## config.mk

```make
export PLATFORM = sky130hd
export DESIGN_NAME = alternating_bit_sender_flat
export DESIGN_NICKNAME = d
export VERILOG_FILES = /design/src/rtl/abs_pkg.sv /design/src/rtl/abs_stream_if.sv /design/src/rtl/alternating_bit_sender.sv /design/src/flat_wrapper.sv
export SDC_FILE = /design/constraint.sdc
export NUM_CORES = 1
export LEC_CHECK = 0
export ABC_AREA = 1
export BUFFER_PORTS_ARGS = -buffer_cell sky130_fd_sc_hd__buf_2
export CAP_MARGIN = 10
export CORE_UTILIZATION = 42
export CTS_CLUSTER_DIAMETER = 30
export DETAILED_ROUTE_END_ITERATION = 10
export HOLD_SLACK_MARGIN = 0.05
export PLACE_DENSITY_LB_ADDON = 0.15
export SYNTH_ARGS = -nofsm -noshare
export SYNTH_HDL_FRONTEND = slang
export SYNTH_SLANG_ARGS = --single-unit
```

## constraint.sdc

```tcl
create_clock -name clk -period 1.21 [get_ports clk]
set_input_delay 0.121 -clock clk [delete_from_list [all_inputs] [get_ports clk]]
set_output_delay 0.121 -clock clk [all_outputs]
set_load 0.02 [all_outputs]
```

## src/rtl/abs_pkg.sv

```systemverilog
// types, codes and checksum function for the alternating bit sender
`timescale 1ns / 1ps

package abs_pkg;

  localparam int unsigned PAYLOAD_BYTES = 20;
  localparam int unsigned PAYLOAD_W     = 8 * PAYLOAD_BYTES;
  localparam int unsigned SUM_LANES     = 32;
  localparam int unsigned ADDR_W        = 3;
  localparam int unsigned DATA_W        = 32;

  localparam logic [15:0] NO_ACK_BITS   = 16'hFFFF;
  localparam logic [15:0] TIMEOUT_RESET = 16'd30;

  localparam logic [0:0] REG_TIMEOUT_TICKS = 1'b0;

  typedef enum logic [1:0] {
    FN_MSG  = 2'd0,
    FN_PKT  = 2'd1,
    FN_TICK = 2'd2,
    FN_NONE = 2'd3
  } func_t;

  typedef enum logic [1:0] {
    PH_IDLE0 = 2'd0,
    PH_WAIT0 = 2'd1,
    PH_IDLE1 = 2'd2,
    PH_WAIT1 = 2'd3
  } phase_t;

  typedef struct packed {
    logic [1:0]         func;
    logic [63:0]        payload_low;
    logic [63:0]        payload_mid;
    logic [31:0]        payload_high;
    logic signed [15:0] pkt_seq;
    logic signed [15:0] pkt_ack;
    logic [15:0]        pkt_checksum;
  } in_item_t;

  typedef struct packed {
    logic        send_valid;
    logic        msg_accepted;
    logic        ack_matched;
    logic        out_seq;
    logic [15:0] out_checksum;
    logic [63:0] out_payload_low;
    logic [63:0] out_payload_mid;
    logic [31:0] out_payload_high;
    logic [1:0]  phase;
  } out_item_t;

  // 16-bit sum of sign-extended bytes and seq (only when byte 0 nonzero) plus ack
  // bytes and seq are added as a balanced tree
  function automatic logic [15:0] abs_checksum(input logic [PAYLOAD_W-1:0] bytes,
                                               input logic [15:0] seq_bits,
                                               input logic [15:0] ack_bits);
    logic [15:0] lane [SUM_LANES];
    logic [15:0] sum;
    for (int i = 0; i < SUM_LANES; i++) begin
      lane[i] = '0;
    end
    for (int i = 0; i < PAYLOAD_BYTES; i++) begin
      lane[i] = {{8{bytes[8*i+7]}}, bytes[8*i +: 8]};
    end
    lane[PAYLOAD_BYTES] = seq_bits;
    for (int w = SUM_LANES >> 1; w > 0; w = w >> 1) begin
      for (int i = 0; i < w; i++) begin
        lane[i] = lane[2*i] + lane[2*i+1];
      end
    end
    sum = ack_bits;
    if (bytes[7:0] != 8'd0) begin
      sum = sum + lane[0];
    end
    return sum;
  endfunction

endpackage

```

## src/rtl/abs_stream_if.sv

```systemverilog
// valid/ready channel carrying one transaction payload
`timescale 1ns / 1ps

interface abs_stream_if #(parameter type T = logic);
  logic valid;
  logic ready;
  T     data;

  modport source (output valid, output data, input ready);
  modport sink   (input valid, input data, output ready);
endinterface

```

## src/rtl/alternating_bit_sender.sv

```systemverilog
// alternating bit protocol sender with internal retransmit timer
//
// req carries one event per transaction: func 0 is a message from above,
// func 1 a packet from the channel, func 2 one timer tick. every accepted
// transaction produces exactly one rsp transaction with flags, the packet
// to send (when send_valid is set) and the phase after the event.
// rsp becomes valid in the cycle after req acceptance; one transaction
// is taken every cycle unless rsp stalls, limited only by the single output register.
// req.ready stays high while the output register is empty or being drained,
// so a stalled receiver holds rsp and blocks req only while it stalls.
// timeout_ticks is written over the apb port at byte address 0 and should
// change only while no transaction is pending.
// reset returns to idle for sequence 0 with the timer stopped, empties the
// output register and sets timeout_ticks to 30. the saved payload is not
// cleared; it is always written before a retransmit reads it.
`timescale 1ns / 1ps

module alternating_bit_sender
  import abs_pkg::*;
(
  input  logic                clk,
  input  logic                rst,
  abs_stream_if.sink          req,
  abs_stream_if.source        rsp,
  input  logic                psel,
  input  logic                penable,
  input  logic                pwrite,
  input  logic [ADDR_W-1:0]   paddr,
  input  logic [DATA_W-1:0]   pwdata,
  output logic [DATA_W-1:0]   prdata,
  output logic                pready
);

  phase_t               phase, phase_next;
  logic                 saved_seq, saved_seq_next;
  logic [15:0]          saved_checksum, saved_checksum_next;
  logic [PAYLOAD_W-1:0] saved_payload, saved_payload_next;
  logic [15:0]          tick_count, tick_count_next;
  logic                 timer_running, timer_running_next;
  logic [15:0]          timeout_ticks;
  logic                 out_valid;
  out_item_t            out_item, res;

  in_item_t             d;
  logic [PAYLOAD_W-1:0] in_bytes;
  logic                 accept;
  logic [1:0]           phase_inc;
  logic [16:0]          tick_inc;
  logic [15:0]          msg_checksum;
  logic [15:0]          pkt_sum;

  assign d         = req.data;
  assign in_bytes  = {d.payload_high, d.payload_mid, d.payload_low};
  assign req.ready = !out_valid || rsp.ready;
  assign accept    = req.valid && req.ready;
  assign rsp.valid = out_valid;
  assign rsp.data  = out_item;

  assign phase_inc    = phase + 2'd1;
  assign tick_inc     = {1'b0, tick_count} + 17'd1;
  assign msg_checksum = abs_checksum(in_bytes, {15'd0, phase[1]}, NO_ACK_BITS);
  assign pkt_sum      = abs_checksum(in_bytes, unsigned'(d.pkt_seq), unsigned'(d.pkt_ack));

  // configuration port
  assign pready = 1'b1;

  always_comb begin
    prdata = '0;
    if (paddr[2] == REG_TIMEOUT_TICKS) begin
      prdata = {{(DATA_W-16){1'b0}}, timeout_ticks};
    end
  end

  always_ff @(posedge clk) begin
    if (rst) begin
      timeout_ticks <= TIMEOUT_RESET;
    end else if (psel && penable && pwrite && pready && paddr[2] == REG_TIMEOUT_TICKS) begin
      timeout_ticks <= pwdata[15:0];
    end
  end

  // next state and result
  always_comb begin
    phase_next          = phase;
    saved_seq_next      = saved_seq;
    saved_checksum_next = saved_checksum;
    saved_payload_next  = saved_payload;
    tick_count_next     = tick_count;
    timer_running_next  = timer_running;
    res                 = '0;

    case (func_t'(d.func))
      FN_MSG: begin
        if (!phase[0]) begin
          saved_seq_next       = phase[1];
          saved_checksum_next  = msg_checksum;
          saved_payload_next   = in_bytes;
          tick_count_next      = '0;
          timer_running_next   = 1'b1;
          phase_next           = phase_t'(phase_inc);
          res.send_valid       = 1'b1;
          res.msg_accepted     = 1'b1;
          res.out_seq          = phase[1];
          res.out_checksum     = msg_checksum;
          res.out_payload_low  = d.payload_low;
          res.out_payload_mid  = d.payload_mid;
          res.out_payload_high = d.payload_high;
        end
      end
      FN_PKT: begin
        if (phase[0] && pkt_sum == d.pkt_checksum &&
            unsigned'(d.pkt_ack) == {15'd0, phase[1]}) begin
          timer_running_next = 1'b0;
          tick_count_next    = '0;
          res.ack_matched    = 1'b1;
          phase_next         = phase_t'(phase_inc);
        end
      end
      FN_TICK: begin
        if (timer_running) begin
          if (tick_inc >= {1'b0, timeout_ticks}) begin
            tick_count_next = '0;
            if (phase[0]) begin
              res.send_valid       = 1'b1;
              res.out_seq          = saved_seq;
              res.out_checksum     = saved_checksum;
              res.out_payload_low  = saved_payload[63:0];
              res.out_payload_mid  = saved_payload[127:64];
              res.out_payload_high = saved_payload[159:128];
            end else begin
              timer_running_next = 1'b0;
            end
          end else begin
            tick_count_next = tick_inc[15:0];
          end
        end
      end
      default: begin
      end
    endcase

    res.phase = phase_next;
  end

  always_ff @(posedge clk) begin
    if (rst) begin
      phase          <= PH_IDLE0;
      saved_seq      <= 1'b0;
      saved_checksum <= '0;
      tick_count     <= '0;
      timer_running  <= 1'b0;
    end else if (accept) begin
      phase          <= phase_next;
      saved_seq      <= saved_seq_next;
      saved_checksum <= saved_checksum_next;
      tick_count     <= tick_count_next;
      timer_running  <= timer_running_next;
    end
  end

  always_ff @(posedge clk) begin
    if (accept) begin
      saved_payload <= saved_payload_next;
      out_item      <= res;
    end
  end

  always_ff @(posedge clk) begin
    if (rst) begin
      out_valid <= 1'b0;
    end else if (accept) begin
      out_valid <= 1'b1;
    end else if (rsp.ready) begin
      out_valid <= 1'b0;
    end
  end

endmodule
```

## src/flat_wrapper.sv

```systemverilog
// flat-port wrapper written by rule: the top's interface ports become plain ports
module alternating_bit_sender_flat import abs_pkg::*;
  (clk, rst, psel, penable, pwrite, paddr, pwdata, prdata, pready, req_valid, req_data, req_ready, rsp_valid, rsp_data, rsp_ready);
  abs_stream_if req_i ();
  abs_stream_if rsp_i ();
  input  logic clk;
  input  logic rst;
  input  logic psel;
  input  logic penable;
  input  logic pwrite;
  input  logic [ADDR_W-1:0] paddr;
  input  logic [DATA_W-1:0] pwdata;
  output logic [DATA_W-1:0] prdata;
  output logic pready;
  input wire logic [$bits(req_i.valid)-1:0] req_valid;
  input wire logic [$bits(req_i.data)-1:0] req_data;
  output wire logic [$bits(req_i.ready)-1:0] req_ready;
  output wire logic [$bits(rsp_i.valid)-1:0] rsp_valid;
  output wire logic [$bits(rsp_i.data)-1:0] rsp_data;
  input wire logic [$bits(rsp_i.ready)-1:0] rsp_ready;
  assign req_i.valid = req_valid;
  assign req_i.data = req_data;
  assign req_ready = req_i.ready;
  assign rsp_valid = rsp_i.valid;
  assign rsp_data = rsp_i.data;
  assign rsp_i.ready = rsp_ready;
  alternating_bit_sender u_core (.clk(clk), .rst(rst), .req(req_i), .rsp(rsp_i), .psel(psel), .penable(penable), .pwrite(pwrite), .paddr(paddr), .pwdata(pwdata), .prdata(prdata), .pready(pready));
endmodule
```

==> reports/qor.yml, run 1 <==
grt_start_max_net_pins: 17
crit_family: "flip-flops"
fin_setup_tns_ps: 0
met3_usage_pct: 2.63
avgSynthCellArea_um2: 6.55
clk_pin_slew_ps: 100
seq_area_um2: 340
io_pins: 79
use_met2_pct: 29.5
post_layout_nonfiller_instances: 235
status: "complete, no violations"
fin_crit_ps: 1060
synthSimpleGateAreaFrac_pct: 36.9
chipWidth_um: 52.0
synth_area_leader_cell: "dfxtp_1"
synth_area_leaders: "dfxtp_1 32%, buf_4 14%, inv_1 12%"
gp_congestion: 0.729
rsz0062_at_grt: "false"
slowest_delay_ps: 360
grt_overflow_total: 0
clock-skew-final_ps: 0
synth_xor_area_share_pct: 0
vias_per_cell: 4.12
nFillCells: 247
yosysWarnings: 0
critPathCaptureType: "output pin"
synth.distinct_cells: 17
io_buffer_count: 41
antenna_cells: 0
multiInputGateArea_um2: 459
dr.pass1.iters: 5
post-cts-setup-buffers: 0
cp_slowest_cell: "dfxtp_1"
finalInstanceArea_um2: 1290
synth_fa_ha_area_share_pct: 0
drt-wirelength-per-cell_um: 8.36
place_ws_ps: 281
period_share_pct: 87.4
track_usage_pct: 16.3
ys.flop_type: "dfxtp_1"
vias: 968
synth_top_family_by_area: "simple AND/OR/NAND/NOR gates"
synth-compound-area-share_pct: 0.477
clk_latency_ps: 280
grt_pass1_wl_um: 3310
rows: 17
cts-buffers-inserted: 3
pwr_density_cell_nw_per_um2: 908
fin_nets: 251
first_global_vias: 804
arrival_ps: 940
synthMuxAreaShare_pct: 0
drc: 0
die-area_um2: 2700
ant_nets: 0
critPathBufInv: 2
synth_common_cells: "33 x inv_1, 28 x nor2_1, 22 x nand2_1, 19 x buf_4, 17 x dfxtp_1"
cts-root-buf: "clkbuf_4"
synth_top_cell_area_share_pct: 32.5
timing.fmax_mhz: 946
drive_gt1_share_pct: 32.9
core_area_um2: 2280
ys_ff_latch: 17
ir_drop_mv: 0.483
cts_max_level: 1
drv_cap: 0
setup_viol: 0
hold_viol_final: 0
power.leakage_nw: 0.766
r2r_setup_slack_ps: 630
path_max_fanout: 2
slew_violations: 0
synth_cells: 160
dpl.hpwl_um: 1510
cts.sinks: 17
dpl_cell_area_um2: 1200
routed_wl_um: 1960
worst_slack_ps: 152
met1_usage_pct: 18.8
grt.busiest_layer: "met2"
path_cells: "inv_1, nor2_1, buf_2"
async_reset_ff_share_pct: 0
antenna_found_initial: 0
drtIter0Drc: 10
synth_edf_count: 0
clock_tree.buffer_depth: 2
critPathKind: "flip-flop to output pin"
die_h_um: 52.0
synth_most_common_cell: "inv_1"
cts_tree: "built"
synth_area_um2: 1050
required_ps: 1090
post-place-cells: 226
synthToLayoutAreaGrowth_pct: 22.7
initial_utilization_pct: 46.1
seq_area_frac_synth_pct: 32.5
startpoint_type: "flip-flop"
hold_path.class: "input port to flip-flop"
[cell usage in the layout (no fill, tap or decap), types with 3 or more instances in the layout]
cell type / n
nor2_2: 13
buf_2: 41
nand3_1: 16
dfxtp_1: 17
clkbuf_4: 3
buf_4: 5
nor2_1: 28
nand2_1: 22
conb_1: 18
inv_1: 32
dlygate4sd3_1: 5
[report_power, final]
group          internal (mW)  total [mW]  switching, mW
sequential             0.580       0.590         0.0104
combinational         0.0985       0.277          0.178
clock                  0.123       0.300          0.178
total                  0.801        1.17          0.366
[kinds of logic (layout without fill, tap and decap cells)]
| logic type | count (synthesis) | count (layout) |
|---|---|---|
| and+or+nand+nor | 82 | 82 |
| DFF | 17 | 17 |
| buffers and inverters | 58 | 89 |
| other | 2 | 18 |
| AOI/OAI and AO/OA | 1 | 1 |
[worst register-to-register path, delay by kind of cell (launching register included)]
kind / cells / cell delay, ps
simple gates: 2 / 150
flops: 1 / 330
[cell type report]
cell class,instances,area share (%)
inverters,34,10.2
repair buffers,51,22.8
clock buffers,3,1.75
clock inverters,1,0.389
multi-input cells,101,35.7
well taps,28,2.72
flip-flops and latches,17,26.5
[path summary, 6_finish.rpt]
check,from,endpoint,cells past startpoint
min reg2reg,u_core.timeout_ticks[3],u_core.timeout_ticks[3],2
max,u_core.timeout_ticks[8],prdata[8],3
max reg2reg,u_core.timeout_ticks[9],u_core.timeout_ticks[9],2
min,req_valid,u_core.rsp.valid,3
[registers in the layout (all words and copies together) (netlist names)]
name / count
u_core.timeout_ticks: 16
u_core.rsp.valid: 1
[layer usage]
metal  wire [um]  up-vias
li1            -      514
met1         913      418
met2         930       34
met3         109        2
met4          10        0
met5           0        -
[timing repair]
| item | 4_1_cts | 5_1_grt |
|---|---|---|
| gates resized for setup | 0 | 1 |
| setup endpoints to repair | 0 | 2 |
| hold endpoints to repair | 5 | 0 |
| hold buffers | 5 | 0 |
[metrics by stage]
stage / util, % / total power [mW] / hold slack, ps
after floorplan: - / 0.834 / 190
after global placement: 52.9 / 0.863 / 291
after detailed placement: 52.9 / 0.868 / 296
after CTS: 56.3 / 1.18 / 57.5
after global routing: 56.5 / 1.25 / 50.7
final: 56.5 / 1.17 / 68.9
Note: power is estimated with default switching activity, not from simulation.
==> inputs of run 2 (changes only) <==
--- a/config.mk
+++ b/config.mk
@@ -10,9 +10,11 @@
 export CAP_MARGIN = 10
 export CORE_UTILIZATION = 42
 export CTS_CLUSTER_DIAMETER = 30
+export CTS_CLUSTER_SIZE = 28
 export DETAILED_ROUTE_END_ITERATION = 10
 export HOLD_SLACK_MARGIN = 0.05
 export PLACE_DENSITY_LB_ADDON = 0.15
+export RECOVER_POWER = 25
 export SYNTH_ARGS = -nofsm -noshare
 export SYNTH_HDL_FRONTEND = slang
 export SYNTH_SLANG_ARGS = --single-unit
==> run 2 against run 1 <==
Critical endpoint unchanged; wire length about the same; sequential share of layout area up 0.052 points; highest routed layer unchanged; largest power group unchanged; clock power about the same; cell area down 0.19%; hold slack about the same; clock skew unchanged; first-iteration DRC count unchanged; core utilization down 0.11 points; sequential cell count unchanged; total power down 0.10%; sequential power about the same.
==> reports/qor.yml, run 2 (same netlist as run 1, synthesis figures left out) <==
reg2reg_from: "u_core.rsp.valid"
critPathCaptureType: "output pin"
r2r_setup_slack_ps: 630  # about the same
track_usage_pct: 16.3  # unchanged
startpoint_type: "flip-flop"
ff2ff_path_depth: 2  # unchanged
cts-root-buf: "clkbuf_4"
core_area_um2: 2280  # unchanged
cts_max_level: 1  # unchanged
ir_drop_mv: 0.482  # about the same
place_ws_ps: 281  # unchanged
drc: 0  # unchanged
pwr-share-comb_pct: 23.6  # about the same
hold_path.class: "input port to flip-flop"
hold_viol_final: 0  # unchanged
timing.fmax_mhz: 946  # about the same
vias: 964  # -0.41%
synthToLayoutAreaGrowth_pct: 22.4
cts-buffers-inserted: 3  # unchanged
clockPowerShare_pct: 25.7  # about the same
arrival_ps: 940  # about the same
post-cts-setup-buffers: 0  # unchanged
rr_endpoint: "u_core.rsp.valid"
fin_crit_ps: 1060  # -0.231 ps
gp_congestion: 0.729  # unchanged
post_layout_nonfiller_instances: 235  # unchanged
die-area_um2: 2700  # unchanged
dr.pass1.iters: 5  # unchanged
pwr_density_cell_nw_per_um2: 908  # about the same
final_cell_mix: "39 x buf_2, 32 x inv_1, 28 x nor2_1"
chipWidth_um: 52.0  # unchanged
ant_nets: 0  # unchanged
setup_viol: 0  # unchanged
rows: 17  # unchanged
largest_reg_flops: 16  # unchanged
path_max_fanout: 2  # unchanged
drv_cap: 0  # unchanged
worst_slack_ps: 153  # +0.231 ps
grt_overflow_total: 0  # unchanged
clock-skew-final_ps: 0  # unchanged
slew_violations: 0  # unchanged
antenna_found_initial: 0  # unchanged
grt_pass1_wl_um: 3310  # unchanged
drt-wirelength-per-cell_um: 8.35  # about the same
routed_wl_um: 1960  # about the same
min_to: "u_core.rsp.valid"
post-place-cells: 226  # unchanged
antenna_cells: 0  # unchanged
fin_util_pct: 56.4  # -0.11 points
min_from: "req_valid"
fin_nets: 251  # unchanged
clk_latency_ps: 280  # about the same
fin_setup_tns_ps: 0  # unchanged
drive_gt1_share_pct: 31.9  # -0.97 points
min_path_cells: 3  # unchanged
required_ps: 1090  # about the same
intPower_mw: 0.800  # -0.13%
cts.sinks: 17  # unchanged
critPathKind: "flip-flop to output pin"
critical_path.startpoint: "u_core.timeout_ticks[8]"
clk_pin_slew_ps: 100  # about the same
final_common_cell: "buf_2"
first_global_vias: 804  # unchanged
clock_tree.buffer_depth: 2  # unchanged
top_register: "u_core.timeout_ticks"
p_switching_mw: 0.366  # about the same
die_h_um: 52.0  # unchanged
cts_tree: "built"
power_mw: 1.17  # -0.10%
vias_per_cell: 4.10  # -0.41%
initial_utilization_pct: 46.1  # unchanged
grt_start_max_net_pins: 17  # unchanged
power.leakage_nw: 0.761  # -0.66%
dpl.hpwl_um: 1510  # unchanged
status: "complete, no violations"
drtIter0Drc: 10  # unchanged
io_pins: 79  # unchanged
power_frac_seq_pct: 50.6  # about the same
io_buffer_count: 41  # unchanged
rsz0062_at_grt: "false"
swShare_pct: 31.4  # about the same
period_share_pct: 87.4  # about the same
-- run 2: cell count changes in the layout (fill, tap and decap cells not counted), sizes merged --
cell	previous run	this run
buf	46	44
clkbuf	3	5
-- run 2: power by group through the flow --
stage	Sequential (mW)	Clock [mW]	Combinational, mW
after floorplan	0.605	0	0.229
after global placement	0.603	0	0.260
after detailed placement	0.604	0	0.264
after CTS	0.591	0.313	0.277
after global routing	0.594	0.344	0.308
final	0.591	0.300	0.276
-- run 2: worst max-delay path by stage --
stage          cells past startpoint  slack [ps]                       to
3_5_place_dp                       7         280  u_core.timeout_ticks[1]
4_1_cts                            5         100  u_core.timeout_ticks[5]
3_3_place_gp                       6         300  u_core.timeout_ticks[4]
2_1_floorplan                      3         350                prdata[0]
6_report                           3         150                prdata[8]
5_1_grt                            3          60                prdata[4]
-- run 2: per-stage QoR --
stage               area, um^2  hold WS (ps)
finish                    1280          68.6
global route              1280          50.7
CTS                       1280          57.5
detailed placement        1200           296
global placement          1200           291
floorplan                 1110           190
-- run 2: metal layers --
metal / GRT usage (%) / vias to the layer above / part of all wire, %
li1: - / 514 / -
met1: 18.8 / 414 / 46
met2: 29.5 / 34 / 47
met3: 2.63 / 2 / 5.6
met4: 6.76 / 0 / 0.51
met5: 0 / - / 0
-- run 2: final cells by class --
| class | instances | area (um^2) |
|---|---|---|
| fillers | 247 | 992 |
| repair buffers | 51 | 290 |
| well taps | 28 | 35.0 |
| clock buffers | 3 | 22.5 |
| inverters | 34 | 131 |
| flip-flops and latches | 17 | 340 |
| clock inverters | 1 | 5.00 |
| multi-input cells | 101 | 459 |
-- run 2: critical path, stage by stage, from the launching register on --
cell,delay (ps)
dfxtp_1,360
inv_1,50
nor2_1,80
buf_2,170
-- run 2: timing repair --
action / in CTS / in global routing
endpoints found under the setup margin: 0 / 2
hold endpoints to repair: 5 / 0
resized for setup: 0 / 1
hold buffers: 5 / 0
